[src/qrs_pkg.sv]
// Shared types and constants for the quadratic root solver.
`default_nettype none
package qrs_pkg;

    // Width of every root part: signed fixed point.
    localparam int ROOT_W = 41;

    typedef enum logic [2:0] {
        CLS_LIN_NONE = 3'd0,
        CLS_LIN_ONE  = 3'd1,
        CLS_ALL_REAL = 3'd2,
        CLS_DOUBLE   = 3'd3,
        CLS_TWO_REAL = 3'd4,
        CLS_CPLX     = 3'd5
    } t_root_class;

endpackage
`default_nettype wire

[src/qrs_sqrt_pipe.sv]
// Pipelined restoring integer square root, one root bit per stage.
`default_nettype none
module qrs_sqrt_pipe import qrs_pkg::*; #(
    parameter int RW  = 66,
    parameter int SBW = 8,
    localparam int SW = RW / 2
) (
    input  wire logic           i_clk,
    input  wire logic           i_rst_n,
    input  wire logic           i_en,
    input  wire logic           i_valid,
    input  wire logic [RW-1:0]  i_rad,
    input  wire logic [SBW-1:0] i_side,
    output logic                o_valid,
    output logic [SW-1:0]       o_root,
    output logic [SBW-1:0]      o_side
);

    logic           r_v    [SW];
    logic [RW-1:0]  r_rad  [SW];
    logic [SW:0]    r_rem  [SW];
    logic [SW-1:0]  r_q    [SW];
    logic [SBW-1:0] r_side [SW];

    for (genvar k = 0; k < SW; k++) begin : g_stage
        logic           v_in;
        logic [RW-1:0]  rad_in;
        logic [SW:0]    rem_in;
        logic [SW-1:0]  q_in;
        logic [SBW-1:0] side_in;
        logic [SW+2:0]  cur;
        logic [SW+2:0]  trial;
        logic [SW+2:0]  diff;
        logic           ge;
        logic [SW:0]    n_rem;

        if (k == 0) begin : g_first
            assign v_in    = i_valid;
            assign rad_in  = i_rad;
            assign rem_in  = '0;
            assign q_in    = '0;
            assign side_in = i_side;
        end else begin : g_next
            assign v_in    = r_v[k-1];
            assign rad_in  = r_rad[k-1];
            assign rem_in  = r_rem[k-1];
            assign q_in    = r_q[k-1];
            assign side_in = r_side[k-1];
        end

        // bring down two radicand bits, try appending a one to the root
        assign cur   = {rem_in, rad_in[RW-1 -: 2]};
        assign trial = {1'b0, q_in, 2'b01};
        assign diff  = cur - trial;
        assign ge    = (cur >= trial);
        assign n_rem = ge ? diff[SW:0] : cur[SW:0];

        always_ff @(posedge i_clk) begin
            if (!i_rst_n) begin
                r_v[k] <= 1'b0;
            end else if (i_en) begin
                r_v[k] <= v_in;
            end
        end

        always_ff @(posedge i_clk) begin
            if (i_en) begin
                r_rad[k]  <= rad_in << 2;
                r_rem[k]  <= n_rem;
                r_q[k]    <= {q_in[SW-2:0], ge};
                r_side[k] <= side_in;
            end
        end
    end

    assign o_valid = r_v[SW-1];
    assign o_root  = r_q[SW-1];
    assign o_side  = r_side[SW-1];

endmodule
`default_nettype wire

[config.mk]
export PLATFORM = sky130hd
export DESIGN_NAME = qrs_sqrt_pipe
export DESIGN_NICKNAME = d
export VERILOG_FILES = /design/src/qrs_pkg.sv /design/src/qrs_sqrt_pipe.sv
export SDC_FILE = /design/constraint.sdc
export NUM_CORES = 2
export LEC_CHECK = 0
export BUFFER_PORTS_ARGS = -buffer_cell sky130_fd_sc_hd__buf_2
export CORE_MARGIN = 1
export CORE_UTILIZATION = 38
export DETAILED_ROUTE_END_ITERATION = 8
export PLACE_DENSITY_LB_ADDON = 0.05
export SLEW_MARGIN = 20
export SYNTH_ARGS = -nofsm -noshare
export SYNTH_HDL_FRONTEND = slang
export SYNTH_MEMORY_MAX_BITS = 65536
export SYNTH_SLANG_ARGS = --single-unit
[constraint.sdc]
create_clock -name i_clk -period 4.4 [get_ports i_clk]
set_input_delay 0.88 -clock i_clk [delete_from_list [all_inputs] [get_ports i_clk]]
set_output_delay 0.88 -clock i_clk [all_outputs]
set_load 0.01 [all_outputs]
* Word level (Yosys, flattened, before mapping)
Memory sizes are Yosys's and may differ from the RTL's.
Cells that the tools add are included.
** Word-level totals
- Bits in writable memories :: 4620
- Memories kept :: 5
- Word-level logic and storage cells :: 175
- Bits in registers :: 0
** Memory list
- r_rad :: depth 33, width 64, read ports 32, clocked after Yosys merged registers in 0, wr ports 33, line qrs_sqrt_pipe.sv:20 : logic [RW-1:0] r_rad [SW];
- r_rem :: depth 33, width 34, read ports 32, clocked after Yosys merged registers in 0, wr ports 33, line qrs_sqrt_pipe.sv:21 : logic [SW:0] r_rem [SW];
- r_q :: depth 33, width 33, read ports 33, clocked after Yosys merged registers in 0, wr ports 33, line qrs_sqrt_pipe.sv:22 : logic [SW-1:0] r_q [SW];
- r_side :: depth 33, width 8, read ports 33, clocked after Yosys merged registers in 0, wr ports 33, line qrs_sqrt_pipe.sv:23 : logic [SBW-1:0] r_side [SW];
- r_v :: depth 33, width 1, read ports 33, clocked after Yosys merged registers in 0, wr ports 33, line qrs_sqrt_pipe.sv:19 : logic r_v [SW];
** Cells by class
- Bitwise operators :: 33
- Magnitude comparators :: 33
- Add/sub/neg operators :: 33
- Muxes and demuxes :: 71
** Operators by type and width (count)
- 36-bit by 35-bit >= comparator with 1-bit output :: 32
- 34-bit 2-to-1 mux :: 33
- 34-bit subtractor :: 32
- 1-bit 2-to-1 mux :: 38
- 1-bit OR :: 33
- 2-bit by 1-bit subtractor with 3-bit output (second input constant) :: 1
- 2-bit by 1-bit >= comparator with 1-bit output (second input constant) :: 1

* Logic depth before layout (Yosys ltp)
- Word-level depth :: 4
- Depth in mapped cells :: 13

* Worst setup path after synthesis
OpenSTA, ideal clock, no wires.
- Path type :: flip-flop to flip-flop
- From :: memory r_rem[0][385] (netlist bit)
- To :: memory r_rem[0][431] (netlist bit), data pin
- Clock period less this slack :: 3.227 ns
- Stages on the path, launching flop included :: 13
- Setup slack :: 1.173 ns
- Data required time :: 4.129 ns
- Arrival :: 2.956 ns
- Library setup time :: 0.271 ns
- Cells stage by stage :: edfxtp_1 ha_1 clkbuf_1 a2111oi_0 and2_1 nor3b_1 nor3b_1 o221a_2 buf_2 a211o_1 or3_1 nor4_1 xor2_1
** RTL lines (line)
- start: declaration :: qrs_sqrt_pipe.sv:21

==> results.cfg <==
[placed_design]
gp_congestion = 0.853
dp_hpwl_um = 208000
portBuffers = 119
post-place-ws_ns = 0.509

[logic_synthesis]
ys_types = 101
synth_top_family_by_area = simple AND/OR/NAND/NOR gates
yosys_warnings = 0
ys_seq_area_share_pct = 66.4
synth.avg_cell_area_sq_um = 13.4
yosys-top-cells-area = edfxtp_1 (66%), ha_1 (5.6%), xnor2_1 (3.2%)
synth.most_common_cell = edfxtp_1
synth_top_area_share_pct = 66.4
synth_area_leader_cell = edfxtp_1
synth_edf_count = 2950
synth_xor_area_share_pct = 5.83
synth_compound_area_share_pct = 9.06
syn_area_sq_mm = 0.133
synth_fp_nets = 10700
synth_cells = 9984
ys_top_cells_by_count = edfxtp_1 (2950), inv_1 (743), a21oi_1 (699)
ys_seq_elements = 2951
synthSimpleGateAreaFrac_pct = 9.62
ys.flop_type = edfxtp_1
synth_mux_area_share_pct = 0.821
async_flop_share_pct = 0
synth_adder_area_share_pct = 5.59

[worst_setup_path]
crit_path_start_kind = flip-flop
crit_top_cell = and3_1
slowest_stage = nor3_1
path_max_fanout = 12
cpPeakStageDelay_ns = 0.60
critical_path_class = reg2reg
worstPathArrival_ns = 4.59
cp-end-kind = flip-flop
critical_path.top_delay_family = simple AND/OR/NAND/NOR gates
worstPathCellList = or4_1 -> or3_1 -> nor3_1 -> and3_1 -> and3_1 -> and2_1 -> buf_4 -> inv_2 -> nand4_1 -> nor3b_1 -> xor2_1
path_buf_inv = 2
worst_ep_required_time_ns = 5.04

[layout]
drive_gt1_share_pct = 8.73
utilization_pct = 43.4
multiInputGateArea_sq_mm = 0.0413
finalNetCount = 11100
area_growth_pct = 13.5
fillers = 31700
seq_area_sq_mm = 0.0886

[clocking]
cts_buffer_depth = 4
cts_made_buffers = 338
hold_buffers = 0
cts_setup_buffers = 0
clock_sinks = 2951
clk_pin_slew_ns = 0.06
root_buffer = clkbuf_16
cts_resized = 0
cts.htree.levels = 5
cts_tree = yes
clk_latency_ns = 0.92

[detailed_routing]
vias = 77900
via_per_inst = 5.11
wire_per_inst_um = 19.1
firstDrtPassIters = 5
routed_wl_um = 291000
met1Wirelength_um = 127000
top_layer = met4
drt_iter0_markers = 5229
route.met2.wl_um = 144000
met3_length_um = 9900
drc_errors = 0
drtAntennaViolNets = 0

[flow_run]
drv_cap = 0

[timing]
tns_ns = 0
skew_ns = 0.0476
finalCriticalPeriod_ns = 3.94
setup_viol = 0
maxSlewViolCount = 0
finalHoldViolations = 0
tightest_slew_ns = 1.03
clock.fmax_mhz = 254
worst_slack_ns = 0.456
rsz0062_at_grt = false
fin_crit_sh_pct = 89.6
max-slew-margin-rel_pct = 29.6

[pwr]
pwr_density_cell_mw_per_mm2 = 537
leakage_uw = 0.0569
ir_worst_vdd_mv = 0.370

[die]
ioPinCount = 120
die_width_um = 595
die_height_um = 595
core_sq_mm = 0.349
initial_core_util_pct = 38.2
dieArea_sq_mm = 0.354
fp-row-count = 217

[global_routing]
grt_pass1_vias = 78300
grt_pass1_wl_um = 453000
antenna_found_initial = 3
grt_remaining_overflow = 0
grt_max_degree = 149
groute.usage.overall_pct = 16.1

[hold_path]
hold_path_class = in2reg

[status]
status = finished clean
==> report_power, final <==
group          internal, uW  switching, uW  total (uW)  leakage [uW]
combinational          6640           9370       16000        0.0232
sequential            35400           2250       37700        0.0285
clock                 16200          11400       27600       0.00528
==> per-stage QoR <==
step,power (uW),hold WS [ns],area [sq um],std cells
2_1_floorplan,48700,0.400,133000,9984
6_report,81300,0.133,152000,15300
5_1_grt,85600,0.0513,152000,15300
3_5_place_dp,54300,0.405,141000,14600
3_3_place_gp,54200,0.400,141000,14600
4_1_cts,82600,0.0200,152000,15300
==> sequential cells by signal (all words and copies together) (netlist names) <==
register  count
r_q         561
r_rem      1037
r_v          33
r_rad      1056
r_side      264
==> cell type report <==
type	instances	area share, %
Antenna cell	3	0.00495
Clock buffer	412	5.81
Clock inverter	190	1.40
Inverter	745	1.85
Multi-Input combinational cell	6093	27.3
Sequential cell	2951	58.5
Tap cell	4599	3.80
Timing Repair Buffer	260	1.37
==> cell families after synthesis <==
kind of cell,count (synthesis)
DFF,2951
other,1
and+or+nand+nor,2546
muxes,98
adders and majority gates,596
xor gates and xnor gates,889
buffers and inverters,940
AOI/OAI and AO/OA,1963
==> routing by layer <==
layer	vias to the layer above	GRT usage [%]
li1	38000	-
met1	38000	20.7
met2	1424	28.2
met3	524	1.89
met4	0	5.49
met5	-	0
==> path summary, 6_finish.rpt <==
path / from / to / slack (ns) / depth (start not counted)
max: r_rem[0][214] / r_rem[0][267] / 0.46 / 11
min: i_rad[40] / r_rad[0][40] / 0.13 / 1
max reg2reg: r_rem[0][214] / r_rem[0][267] / 0.46 / 11
min reg2reg: r_rad[0][340] / r_rad[0][406] / 0.39 / 0
==> cell usage in the layout (no fill, tap or decap), drive strengths merged, types with 15 or more instances in the layout <==
master	n
bufinv	32
nand2b	112
nor4	113
nand2	591
a211o	20
o21bai	46
and2	36
o21a	109
o31a	15
or2	49
nor2b	88
nand3	167
nor2	644
nand4b	18
ha	596
o211ai	38
clkbuf	412
a211oi	58
a2111oi	24
nor3	229
o31ai	40
edfxtp	2950
and3	93
or4	59
nand3b	34
a31oi	49
mux2	92
xor2	406
a21o	223
o21ai	475
buf	260
nand4	121
and4	21
a21oi	700
nor3b	20
clkinv	137
or3	103
xnor2	483
inv	754
Note: power is estimated with default switching activity, not from simulation.
