File: config.mk
export PLATFORM = sky130hd
export DESIGN_NAME = qrs_div_pipe
export DESIGN_NICKNAME = d
export VERILOG_FILES = /design/src/qrs_pkg.sv /design/src/qrs_div_pipe.sv
export SDC_FILE = /design/constraint.sdc
export NUM_CORES = 2
export LEC_CHECK = 0
export ABC_AREA = 1
export BUFFER_PORTS_ARGS = -buffer_cell sky130_fd_sc_hd__clkbuf_2
export CAP_MARGIN = 10
export CORE_MARGIN = 4
export CORE_UTILIZATION = 53
export DETAILED_ROUTE_END_ITERATION = 10
export GPL_ROUTABILITY_DRIVEN = 0
export PLACE_DENSITY_LB_ADDON = 0.3
export REMOVE_ABC_BUFFERS = 1
export SYNTH_ARGS = -nofsm -noshare
export SYNTH_HDL_FRONTEND = slang
export SYNTH_SLANG_ARGS = --single-unit
File: constraint.sdc
create_clock -name i_clk -period 2.77 [get_ports i_clk]
set_input_delay 0.277 -clock i_clk [delete_from_list [all_inputs] [get_ports i_clk]]
set_output_delay 0.277 -clock i_clk [all_outputs]
set_load 0.005 [all_outputs]
File: src/qrs_pkg.sv
// Shared types and constants for the quadratic root solver.
`default_nettype none
package qrs_pkg;

    // Width of every root part: signed fixed point.
    localparam int ROOT_W = 41;

    typedef enum logic [2:0] {
        CLS_LIN_NONE = 3'd0,
        CLS_LIN_ONE  = 3'd1,
        CLS_ALL_REAL = 3'd2,
        CLS_DOUBLE   = 3'd3,
        CLS_TWO_REAL = 3'd4,
        CLS_CPLX     = 3'd5
    } t_root_class;

endpackage
`default_nettype wire

File: src/qrs_div_pipe.sv
// Pipelined restoring unsigned divider, one quotient bit per stage.
`default_nettype none
module qrs_div_pipe import qrs_pkg::*; #(
    parameter int NW  = 34,
    parameter int DW  = 17,
    parameter int SBW = 1
) (
    input  wire logic           i_clk,
    input  wire logic           i_rst_n,
    input  wire logic           i_en,
    input  wire logic           i_valid,
    input  wire logic [NW-1:0]  i_num,
    input  wire logic [DW-1:0]  i_den,
    input  wire logic [SBW-1:0] i_side,
    output logic                o_valid,
    output logic [NW-1:0]       o_quot,
    output logic [SBW-1:0]      o_side
);

    logic           r_v    [NW];
    logic [NW-1:0]  r_num  [NW];
    logic [DW-1:0]  r_den  [NW];
    logic [DW-1:0]  r_rem  [NW];
    logic [NW-1:0]  r_q    [NW];
    logic [SBW-1:0] r_side [NW];

    for (genvar k = 0; k < NW; k++) begin : g_stage
        logic           v_in;
        logic [NW-1:0]  num_in;
        logic [DW-1:0]  den_in;
        logic [DW-1:0]  rem_in;
        logic [NW-1:0]  q_in;
        logic [SBW-1:0] side_in;
        logic [DW:0]    cur;
        logic [DW:0]    diff;
        logic           ge;
        logic [DW-1:0]  n_rem;

        if (k == 0) begin : g_first
            assign v_in    = i_valid;
            assign num_in  = i_num;
            assign den_in  = i_den;
            assign rem_in  = '0;
            assign q_in    = '0;
            assign side_in = i_side;
        end else begin : g_next
            assign v_in    = r_v[k-1];
            assign num_in  = r_num[k-1];
            assign den_in  = r_den[k-1];
            assign rem_in  = r_rem[k-1];
            assign q_in    = r_q[k-1];
            assign side_in = r_side[k-1];
        end

        assign cur   = {rem_in, num_in[NW-1]};
        assign diff  = cur - {1'b0, den_in};
        assign ge    = (cur >= {1'b0, den_in});
        assign n_rem = ge ? diff[DW-1:0] : cur[DW-1:0];

        always_ff @(posedge i_clk) begin
            if (!i_rst_n) begin
                r_v[k] <= 1'b0;
            end else if (i_en) begin
                r_v[k] <= v_in;
            end
        end

        always_ff @(posedge i_clk) begin
            if (i_en) begin
                r_num[k]  <= num_in << 1;
                r_den[k]  <= den_in;
                r_rem[k]  <= n_rem;
                r_q[k]    <= {q_in[NW-2:0], ge};
                r_side[k] <= side_in;
            end
        end
    end

    assign o_valid = r_v[NW-1];
    assign o_quot  = r_q[NW-1];
    assign o_side  = r_side[NW-1];

endmodule
`default_nettype wire

**Word level (Yosys, flattened, before mapping)**

Memory sizes are Yosys's and may differ from the RTL's.
Cells that the tools add are included.

- Output and inout bits: 36
- Memories kept: 6
- Memory bits (read-only): 0
- Flip-flop bits (word level): 0
- Bits in latches: 0
- Bits in writable memories: 3,502
- Input port bits: 56

- Order comparisons: 34
- $add $sub $neg: 34
- Equality and inequality tests: 0
- Bitwise operators: 34
- Mux-type cells: 73
- Divide/modulo/power cells: 0
- Shift operators: 0
- $mul: 0
- Reductions and logical operators: 0

Memories:

| memory | depth | bits a word | rd ports | clocked after memory_dff | wr ports | RTL line | RTL |
|---|---|---|---|---|---|---|---|
| r_q | 34 | 34 | 34 | 0 | 34 | qrs_div_pipe.sv:24 | `logic [NW-1:0] r_q [NW];` |
| r_num | 34 | 33 | 33 | 0 | 34 | qrs_div_pipe.sv:21 | `logic [NW-1:0] r_num [NW];` |
| r_den | 34 | 17 | 33 | 0 | 34 | qrs_div_pipe.sv:22 | `logic [DW-1:0] r_den [NW];` |
| r_rem | 34 | 17 | 33 | 0 | 34 | qrs_div_pipe.sv:23 | `logic [DW-1:0] r_rem [NW];` |
| r_side | 34 | 1 | 34 | 0 | 34 | qrs_div_pipe.sv:25 | `logic [SBW-1:0] r_side [NW];` |
| r_v | 34 | 1 | 34 | 0 | 34 | qrs_div_pipe.sv:20 | `logic r_v [NW];` |

Operator list:

| operator | count |
|---|---|
| greater-or-equal comparator 18 x 17 -> 1 bit | 33 |
| two-way mux 17 bit | 34 |
| subtractor 17 bit | 33 |
| two-way mux 1 bit | 39 |
| OR 1 bit | 34 |
| greater-or-equal comparator 1 x 17 -> 1 bit | 1 |
| subtractor 1 x 17 -> 17 bit | 1 |

**Logic depth before layout (Yosys ltp)**

- Depth after elaboration: 4
- Depth in mapped cells: 15
- Depth with buffers taken out: 14

**Worst setup path before layout**

OpenSTA, ideal clock, no wires.

- Kind: reg-to-reg
- From: memory r_num[3][32] (netlist bit)
- To: memory r_rem[4][11], data pin
- Stages on the path, launching flop included: 16
- Library setup time: 0.252 ns
- Path slack: 0.631 ns
- Buffers on the path: 1
- Arrival time: 1.887 ns
- Required time: 2.518 ns
- Cell sequence: edfxtp_1 inv_1 ha_1 inv_1 fa_1 nand2_1 nand2_2 nand3b_1 nand2_2 nand2_1 nand2_1 nand2_4 nand2_4 buf_12 nand2_1 nand2_1

RTL lines:

| element | RTL line |
|---|---|
| start: declaration | qrs_div_pipe.sv:21 |
| end: declaration | qrs_div_pipe.sv:23 |

==> impl_metrics.json <==
{
  "result_of_the_run": "finished clean",
  "postCtsHoldBufs": 55,
  "post_synth_most_frequent_cells": "4,164 x nand2_1, 2,345 x edfxtp_1, 2,210 x inv_1",
  "timing.final.hold_violations": 0,
  "post_route_cells_drive_above_1_share_pct": 7.23,
  "clock_transition_at_the_registers_of_the_reported_paths_ps": 60,
  "number_of_setup_buffers_added_after_cts": 0,
  "ctsLongestPathBuffers": 3,
  "placeableCoreArea_um2": 220000,
  "power_mw": 136,
  "final.setup_skew_ps": 64.5,
  "clock_power_share_pct": 24.0,
  "drcViolationCount": 0,
  "fillerInstances": 17800,
  "dieArea_um2": 229000,
  "yosys.area.top_type": "edfxtp_1",
  "final.min_clock_period_ps": 2530,
  "timing.final.setup_violations": 0,
  "period_share_pct": 91.2,
  "synthArstFlopShare_pct": 0,
  "synth.cell_area_um2": 117000,
  "startpoint_type": "register",
  "ios": 92,
  "cts.sinks": 2346,
  "synthesis.area_per_instance_um2": 9.85,
  "wire_length_of_the_first_global_routing_pass_um": 384000,
  "clock_tree_from_tritoncts": "built",
  "quantity_of_gates_resized_following_cts": 0,
  "worst_ep_arrival_time_ps": 3090,
  "pwr_density_cell_nw_per_um2": 1040,
  "synth_cells": 11900,
  "wire_per_inst_um": 15.3,
  "pwr-share-seq_pct": 38.3,
  "yosys_register_bits": 2346,
  "grt_pass1_vias": 75700,
  "sum_of_negative_setup_slack_ps": 0,
  "grt_start_max_net_pins": 123,
  "cpMaxStageDelayCell": "fa_1",
  "worst_pin_slew_ps": 678,
  "insertion_delay_ps": 870,
  "number_of_antenna_violations_at_the_first_check_in_global_routing": 3,
  "critical_path_peak_fanout": 18,
  "timing_max_transition_violations_final": 0,
  "dr_total_vias": 79100,
  "cell_types_with_the_largest_area_share_after_synthesis": "edfxtp_1 60%, nand2_1 13%, inv_1 7.1%, ha_1 6.0%, nand3_1 4.0%",
  "port-buffer-count": 91,
  "clk_root_buffer_cell": "clkbuf_16",
  "hold_ws_ps": 106,
  "first_pass_iters": 7,
  "ff2ff_path_depth": 14,
  "layout-area-overhead-vs-synth_pct": 11.2,
  "cp.required_ps": 3330,
  "synth_sequential_area_ratio_pct": 60.0,
  "rows": 172,
  "synthesis.yosys.warnings": 0,
  "grt_use_total_pct": 20.3,
  "cell_internal_pwr_mw": 84.5,
  "sw_ratio_pct": 38.0,
  "critPathKind": "register to register",
  "number_of_maximum_capacitance_violations": 0,
  "reg_to_reg_slack_setup_ps": 240,
  "fmax_mhz": 396,
  "fp.dieH_um": 479,
  "irDropWorstVdd_uv": 667,
  "grt.overflow.total": 0,
  "die_w_um": 479,
  "finalNetCount": 13000,
  "slowest_delay_ps": 410,
  "yosys_most_used_dff": "edfxtp_1",
  "floorplan.initialDensity_pct": 53.4,
  "vias_per_cell": 5.11,
  "path_common_cell": "nand2_1",
  "cts_htree_levels": 4,
  "synth_top_cell_area_share_pct": 60.0,
  "total_leakage_power_nw": 61.7,
  "synthMostInstantiatedCell": "nand2_1",
  "rsz0062_at_grt": "false",
  "critPathCaptureType": "register",
  "tritoncts.num_buffers": 237,
  "timing.hold.worst.class": "input pin to register",
  "detailedRoute.firstIterationViolations": 7308,
  "crit_chain": "inv_1 > ha_1 > inv_1 > fa_1 > nand2_1 > nand2_1 > nand3b_1 > nand2_2 > nand2_1 > nand2_2 > nand2_4 > nand2_4 > nand2_1 > nand2_1",
  "timing.hold.worst_path_depth": 2,
  "final_routed_wirelength_across_all_metal_layers_um": 236000,
  "cell_variety_after_synth": 45,
  "drtAntennaViolNets": 0,
  "timing.max_slew.rel_slack_pct": 54.8,
  "switchingPower_mw": 51.7,
  "dp_hpwl_um": 171000,
  "number_of_enable_flip_flop_cells_after_synthesis": 2345,
  "share_comb_of_total_power_pct": 37.8
}
power by group through the flow:
stage	Clock, mW	Combinational (mW)	Sequential (mW)
2_1_floorplan	0	38.7	50.6
3_3_place_gp	0	48.5	52.7
3_5_place_dp	0	50.1	52.7
4_1_cts	33.6	50.6	52.1
5_1_grt	35.2	58.6	52.5
6_report	32.6	51.4	52.1
kinds of logic after synthesis:
logic type	synth area share, %
and+or+nand+nor	22.3
DFF	60.0
buffers and inverters	7.92
adders and majority gates	6.55
AOI/OAI and AO/OA	1.54
xor gates and xnor gates	1.68
state kept, by name, summed over array words and instances (netlist names):
name and count:
r_q 595, r_num 561, r_rem 561, r_v 34
r_side 34, r_den 561
area by class of cell:
cell class                      instances  area, um2  area share, %
Sequential cell                      2346      70400           54.0
Multi-Input combinational cell       7234      37600           28.8
Inverter                             2226       8360           6.40
Clock buffer                          276       6150           4.71
Tap cell                             2958       3700           2.84
Timing Repair Buffer                  265       2260           1.74
Clock inverter                        168       1950           1.49
Antenna cell                            1       2.50        0.00192
cells in the final DEF, fill, tap and decap left out, types with 15 or more instances in the layout:
master / instances
clkinv_2: 51
dlygate4sd3_1: 55
fa_1: 32
buf_4: 91
nand4_1: 58
and2_1: 43
ha_1: 563
bufinv_16: 30
clkinv_1: 41
and3_1: 26
clkbuf_16: 238
buf_12: 29
nor2_4: 30
clkbuf_1: 33
or2_1: 33
inv_2: 15
clkinvlp_4: 16
nor3_1: 39
nor2_2: 34
nand3_1: 935
inv_1: 2210
nand2_4: 59
nand2_2: 129
nor2_1: 448
nor4_4: 26
xor2_1: 194
edfxtp_1: 2345
xnor2_1: 31
clkbuf_2: 90
nand2_1: 4164
a21oi_1: 302
nand3b_1: 26
per-layer routing:
layer  part of all wire, %  GRT usage, %  vias up
li1                      -             -    39200
met1                    44          28.3    36700
met2                    46          33.0     2700
met3                   6.4          3.16      535
met4                   3.1          6.52        2
met5                0.0055             0        -
through the flow:
step | cells | util [%] | setup WS, ps | cell area, um2
6_report | 15500 | 59.3 | 243 | 131000
5_1_grt | 15500 | 59.3 | 30.2 | 131000
4_1_cts | 15500 | 59.3 | 228 | 131000
3_5_place_dp | 15000 | 55.4 | 307 | 122000
3_3_place_gp | 15000 | 55.4 | 385 | 122000
2_1_floorplan | 11800 | - | 591 | 116000
worst max-delay path: cells and delay by family (launching register included):
family | cells | cell delay (ps)
simple gates | 10 | 1150
fa+ha+maj | 2 | 550
flops | 1 | 380
buf+inv | 2 | 130
worst paths after layout:
| path | from | endpoint |
|---|---|---|
| max | r_num[7][32]$_DFFE_PP_ | r_rem[8][1]$_DFFE_PP_ |
| min | i_num[31] | r_num[0][31]$_DFFE_PP_ |
| max reg2reg | r_num[7][32]$_DFFE_PP_ | r_rem[8][1]$_DFFE_PP_ |
| min reg2reg | r_q[16][8]$_DFFE_PP_ | r_q[17][9]$_DFFE_PP_ |
Note: power is estimated with default switching activity, not from simulation.
